[src/hdl/ppfs_pkg.sv]
// Shared types and constants for the physical page free stack.
// Request and result beat structs, request and status codes, and the
// command and status structs between controller and datapath.
`timescale 1ns / 1ps

package ppfs_pkg;

    // Fixed field widths of the request and result beats
    localparam int ADDR_W    = 48;
    localparam int LEN_W     = 49;
    localparam int REQ_W     = 3;
    localparam int STATUS_W  = 3;
    localparam int CNT_OUT_W = 17;

    // Default configuration
    localparam int DEF_MAX_PAGES  = 65536;
    localparam int DEF_PAGE_SHIFT = 12;
    localparam int DEF_ADDR_BITS  = 48;

    // Request codes
    localparam logic [REQ_W-1:0] REQ_BEGIN  = 3'd0;
    localparam logic [REQ_W-1:0] REQ_ADD    = 3'd1;
    localparam logic [REQ_W-1:0] REQ_FINISH = 3'd2;
    localparam logic [REQ_W-1:0] REQ_ALLOC  = 3'd3;
    localparam logic [REQ_W-1:0] REQ_FREE   = 3'd4;

    // Status codes
    localparam logic [STATUS_W-1:0] ST_OK    = 3'd0;
    localparam logic [STATUS_W-1:0] ST_PHASE = 3'd1;
    localparam logic [STATUS_W-1:0] ST_EMPTY = 3'd2;
    localparam logic [STATUS_W-1:0] ST_BAD   = 3'd3;
    localparam logic [STATUS_W-1:0] ST_FULL  = 3'd4;

    typedef struct packed {
        logic [REQ_W-1:0]  req_type;
        logic [ADDR_W-1:0] address;
        logic [LEN_W-1:0]  region_length;
        logic              region_usable;
    } t_req;

    typedef struct packed {
        logic [STATUS_W-1:0]  status;
        logic [ADDR_W-1:0]    page_address;
        logic [CNT_OUT_W-1:0] free_count;
        logic [CNT_OUT_W-1:0] total_count;
        logic [CNT_OUT_W-1:0] used_count;
    } t_rsp;

    // Controller to datapath commands
    typedef struct packed {
        logic latch;   // capture the request beat
        logic exec;    // run a single-step request and register its result
        logic calc;    // compute first page and raw end page of a region
        logic clamp;   // clamp region bounds to the address space and page one
        logic push;    // push one region page
        logic finish;  // register the result of a region load
    } t_cmd;

    // Datapath to controller status
    typedef struct packed {
        logic is_region;  // captured request is a usable region during loading
        logic push_more;  // region pages left and room on the stack
    } t_sts;

endpackage

[src/hdl/ppfs_ctrl.sv]
// Controller of the physical page free stack: sequences each request
// through the datapath and drives busy and the result strobe. Depends on ppfs_pkg.
`timescale 1ns / 1ps

module ppfs_ctrl import ppfs_pkg::*; (
    input  logic i_clk,
    input  logic i_rst_n,
    input  logic i_start,
    input  t_sts i_sts,
    output t_cmd o_cmd,
    output logic o_busy,
    output logic o_valid
);

    localparam logic [2:0] S_IDLE  = 3'd0;
    localparam logic [2:0] S_EXEC  = 3'd1;
    localparam logic [2:0] S_CLAMP = 3'd2;
    localparam logic [2:0] S_PUSH  = 3'd3;

    logic [2:0] r_state, n_state;
    logic       r_valid, n_valid;

    // Decode state into datapath commands and next state
    always_comb begin
        o_cmd   = '0;
        n_state = r_state;
        n_valid = 1'b0;
        unique case (r_state)
            S_IDLE: begin
                if (i_start) begin
                    o_cmd.latch = 1'b1;
                    n_state     = S_EXEC;
                end
            end
            S_EXEC: begin
                if (i_sts.is_region) begin
                    o_cmd.calc = 1'b1;
                    n_state    = S_CLAMP;
                end else begin
                    o_cmd.exec = 1'b1;
                    n_valid    = 1'b1;
                    n_state    = S_IDLE;
                end
            end
            S_CLAMP: begin
                o_cmd.clamp = 1'b1;
                n_state     = S_PUSH;
            end
            S_PUSH: begin
                if (i_sts.push_more) begin
                    o_cmd.push = 1'b1;
                end else begin
                    o_cmd.finish = 1'b1;
                    n_valid      = 1'b1;
                    n_state      = S_IDLE;
                end
            end
            default: begin
                n_state = S_IDLE;
            end
        endcase
    end

    // Hold state and result strobe
    always_ff @(posedge i_clk) begin
        if (!i_rst_n) begin
            r_state <= S_IDLE;
            r_valid <= 1'b0;
        end else begin
            r_state <= n_state;
            r_valid <= n_valid;
        end
    end

    assign o_busy  = (r_state != S_IDLE);
    assign o_valid = r_valid;

endmodule

[config.mk]
export PLATFORM = sky130hd
export DESIGN_NAME = ppfs_ctrl
export DESIGN_NICKNAME = d
export VERILOG_FILES = /design/src/hdl/ppfs_pkg.sv /design/src/hdl/ppfs_ctrl.sv
export SDC_FILE = /design/constraint.sdc
export NUM_CORES = 1
export LEC_CHECK = 0
export BUFFER_PORTS_ARGS = -buffer_cell sky130_fd_sc_hd__buf_2
export CAP_MARGIN = 25
export CORE_AREA = 2 2 39 41
export CTS_CLUSTER_DIAMETER = 30
export DETAILED_ROUTE_END_ITERATION = 10
export DIE_AREA = 0 0 41 43
export SLEW_MARGIN = 10
export SYNTH_ARGS = -nofsm -noshare
export SYNTH_HDL_FRONTEND = slang
export SYNTH_SLANG_ARGS = --single-unit
[constraint.sdc]
create_clock -name i_clk -period 1.5 [get_ports i_clk]
set_input_delay 0.15 -clock i_clk [delete_from_list [all_inputs] [get_ports i_clk]]
set_output_delay 0.15 -clock i_clk [all_outputs]
set_load 0.02 [all_outputs]
# Word-level counts from Yosys, hierarchy flattened
# Cells that the tools add are included.
word_totals:
  register_bits: 4
  latch_bits: 0
  ramBits: 0
  mem_bits_ro: 0
  in_bits: 5
  wordCells: 24
  n_memories: 0
classes:
  add_sub_neg: 0
  multipliers: 0
  div: 0
  n_lt_le_gt_ge: 0
  eq_ne: 5
  shifts: 0
  muxes: 14
  n_bitwise: 0
  reduce_logical: 3
ops:
  columns: ["cell", "n"]
  rows:
  - ["one-hot mux 3 bit (4 select lines)", 1]
  - ["2-to-1 mux 1 bit", 7]
  - ["== test 3 x 2 -> 1 bit, second input constant", 2]
  - ["2-to-1 mux 2 bit", 3]
  - ["2-to-1 mux 3 bit", 2]
  - ["inequality test 2 bit, second input constant", 2]
  - ["== test 3 x 1 -> 1 bit, second input constant", 1]
  - ["logical NOT 3 bit", 1]
  - ["nonzero test 3 bit", 1]
  - ["one-hot mux 1 bit (2 select lines)", 1]
  - ["AND reduction 2 bit", 1]

# Longest topological paths before layout
depth:
  word_depth: 3
  mapped_depth: 3
  depth_no_buf: 2

# Least setup slack after synthesis
# OpenSTA, ideal clock, no wires.
synth_timing:
  path_kind: "flip-flop to output port"
  start: "register r_state[1]"
  end: "output o_cmd[5] (netlist bit)"
  arrival_time_ns: 0.870
  path_slack_ns: 0.480
  path_stages_with_launch: 4
  n_path_buf: 1
  cell_sequence: "dfxtp_1 buf_6 or2_4 nor2_2"
synth_rtl:
  columns: ["item", "line", "source"]
  rows:
  - ["start: declaration", "ppfs_ctrl.sv:20", "logic [2:0] r_state, n_state;"]
  - ["start signal: assignment", "ppfs_ctrl.sv:70", "r_state <= n_state;"]
  - ["end: declaration", "ppfs_ctrl.sv:10", "output t_cmd o_cmd,"]

==> metrics.md <==
| Metric | Value |
|---|---|
| Status | `finished clean` |
| Max Fclk | `0.815 GHz` |
| Hold Fails Final Rpt | `0` |
| DRT antenna net count | `0` |
| Final min period | `1.23 ns` |
| Syn Inst Count | `23` |
| Worst r2r src | `r_state[1]$_SDFFE_PN0P_` |
| Die Area | `1760 sq um` |
| Htree depth | `1` |
| Worst-Margin Slew | `0.244 ns` |
| Area contributors post-synth | `dfxtp_1, nand2_1, nor2b_1` |
| Area fraction of the dominant cell type after synthesis | `0.336` |
| Drt drc | `0` |
| DR pass1 iterations | `2` |
| Syn Nets | `28` |
| Yosys warns | `0` |
| Pwr dens | `1070 nW/um^2` |
| Crit path from | `r_state[0]$_SDFFE_PN0P_` |
| Fin nets | `44` |
| CTS tree | `yes` |
| Max-Cap Viols | `0` |
| Initial drt markers | `5` |
| Final period util | `0.818` |
| CP peak stage delay | `0.36 ns` |
| Worst EP required | `1.35 ns` |
| Peak supply drop | `324 uV` |
| Post-CTS Resized | `0` |
| Reg-to-Reg End | `r_state[1]$_SDFFE_PN0P_` |
| Finish-stage setup viols | `0` |
| CTS Root Cell | `clkbuf_4` |
| Remaining global-route overflow | `0` |
| Area Growth Syn to Fin | `53.1%` |
| GPL Wtd Cong | `0.643` |
| End of the worst hold path | `r_state[1]$_SDFFE_PN0P_` |
| Library cells used by synthesis | `14` |
| CP Max Fanout | `8` |
| R2R cell count | `2` |
| RSZ-0062 raised after global routing | `false` |
| Routed wire length | `382 um` |
| Chip Height | `43 um` |
| Final hold slack | `0.202 ns` |
| Clk sinks | `3` |
| Number of buffers added on ports | `12` |
| Worst Hold Class | `primary input to register` |
| Initial antenna violation count | `0` |
| Setup Fix Bufs, Post-CTS | `0` |
| DR WL met2 | `156 um` |
| Drt wl/cell | `7.07 um` |
| Die W | `41 um` |
| CP cell instances | `or2_4 -> nor2_2 -> buf_2` |
| First-pass GRT wire length | `558 um` |
| Vias per cell | `3.63` |
| CP max stage cell | `dfxtp_1` |
| ANT cells | `0` |
| Via count | `196` |
| Critical Path Sink Type | `primary output` |
| Clk buf depth | `2` |
| Clk_skew | `0.00144 ns` |
| Clock Latency Late Sink | `0.23 ns` |
| Count of pins over their slew limit | `0` |
| Post-synthesis sequential area ratio | `0.336` |
| Syn_area_per_cell | `7.78 sq um` |
| Max layer used | `met3` |
| HP Start | `i_sts[1]` |
| M1 WL | `190 um` |
| Hold buffer count at cts | `0` |
| Static Leak | `0.148 nW` |
| Rows | `14` |
| # IOs | `13` |
| Met3 Wirelength | `35 um` |
| Worst EP arrival | `1.08 ns` |
| Synth Cell Area | `179 sq um` |
| Initial Util | `0.129` |
| Share of cells above drive strength 1 | `0.474` |
| Core area | `1380 sq um` |
| Critical path class | `register to primary output` |
| Clock-pin slew on the worst setup and hold paths | `0.04 ns` |
| Fillcell total | `163` |
| Largest net degree at the start of global routing | `10` |
| Sum Neg Setup Slack | `0 ns` |
| Vias in the first global route | `131` |
| Rel. slew slack | `0.837` |
| Post-detail-place hpwl | `315 um` |
| R2R Setup Slk | `0.67 ns` |
| Seq cells post-synth | `3` |
| CTS Buf Count | `3` |
| Worst setup SP type | `register` |
| Hold path depth | `3` |
| Area leader, netlist | `dfxtp_1` |
| Total GRT Usage | `0.0542` |
synthesized netlist by cell type:
| cell type | count |
|---|---|
| a21boi_1 | 1 |
| and3_2 | 1 |
| buf_6 | 1 |
| dfxtp_1 | 3 |
| inv_1 | 2 |
| nand2_1 | 4 |
| nand2b_1 | 1 |
| nor2_1 | 3 |
| nor2_2 | 1 |
| nor2b_1 | 2 |
| o2111a_1 | 1 |
| o21bai_1 | 1 |
| o22ai_1 | 1 |
| or2_4 | 1 |
per-layer routing:
layer	vias up	global-route usage
li1	103	-
met3	0	0.0628
met2	10	0.0469
met1	83	0.0673
met5	-	0
met4	0	0.0400
logic make-up (layout without fill, tap and decap cells):
logic type             after synthesis  after routing  synth area share
AND/OR/NAND/NOR                     13             13             0.378
flip-flops                           3              3             0.336
buffers and inverters                3             18             0.105
AO/OA/AOI/OAI                        4              4             0.182
area by class of cell:
cell class                 instances  area [sq um]  area share
tap                               16          20.0      0.0731
clock buffer                       4          26.3      0.0959
sequential                         3          60.1       0.219
timing repair buffer              12          60.1       0.219
inverter                           2          7.51      0.0274
multi-input combinational         17           100       0.365
worst max path at each step:
| stage | endpoint | slack [ns] | cells past startpoint |
|---|---|---|---|
| finish | o_cmd[5] | 0.27 | 3 |
| global route | o_cmd[3] | 0.18 | 3 |
| CTS | o_cmd[5] | 0.25 | 3 |
| detailed placement | o_cmd[5] | 0.51 | 3 |
| global placement | o_cmd[5] | 0.52 | 3 |
| floorplan | o_cmd[5] | 0.48 | 3 |
worst max-delay path, delay by kind of cell (launching register included):
family        cells  cell delay (ns)
buf+inv           1             0.16
flops             1             0.36
simple gates      2             0.34
per-stage QoR:
stage	std cells	area [sq um]	util	power [W]	worst slack, ns
2_1_floorplan	23	179	-	0.000137	0.480
3_3_place_gp	50	248	0.179	0.000155	0.525
3_5_place_dp	50	248	0.179	0.000156	0.507
4_1_cts	54	274	0.198	0.000302	0.251
5_1_grt	54	274	0.198	0.000323	0.182
6_report	54	274	0.198	0.000292	0.273
placed cells by master (no fill, tap or decap), drive strengths merged:
cell	instances
buf	12
nand2	4
nor2	4
clkbuf	4
dfxtp	3
nor2b	2
inv	2
or2	1
nand2b	1
and3	1
o2111a	1
o22ai	1
o21bai	1
a21boi	1
state kept, by name (all words and copies together) (netlist names):
name     flops
o_valid      1
r_state      2
power by group:
group	switching (W)	internal, W
Combinational	0.0000342	0.0000264
Sequential	0.00000779	0.0000857
Clock	0.0000388	0.0000995
Total	0.0000808	0.000212
No activity file was read; power rests on OpenSTA's default activity.
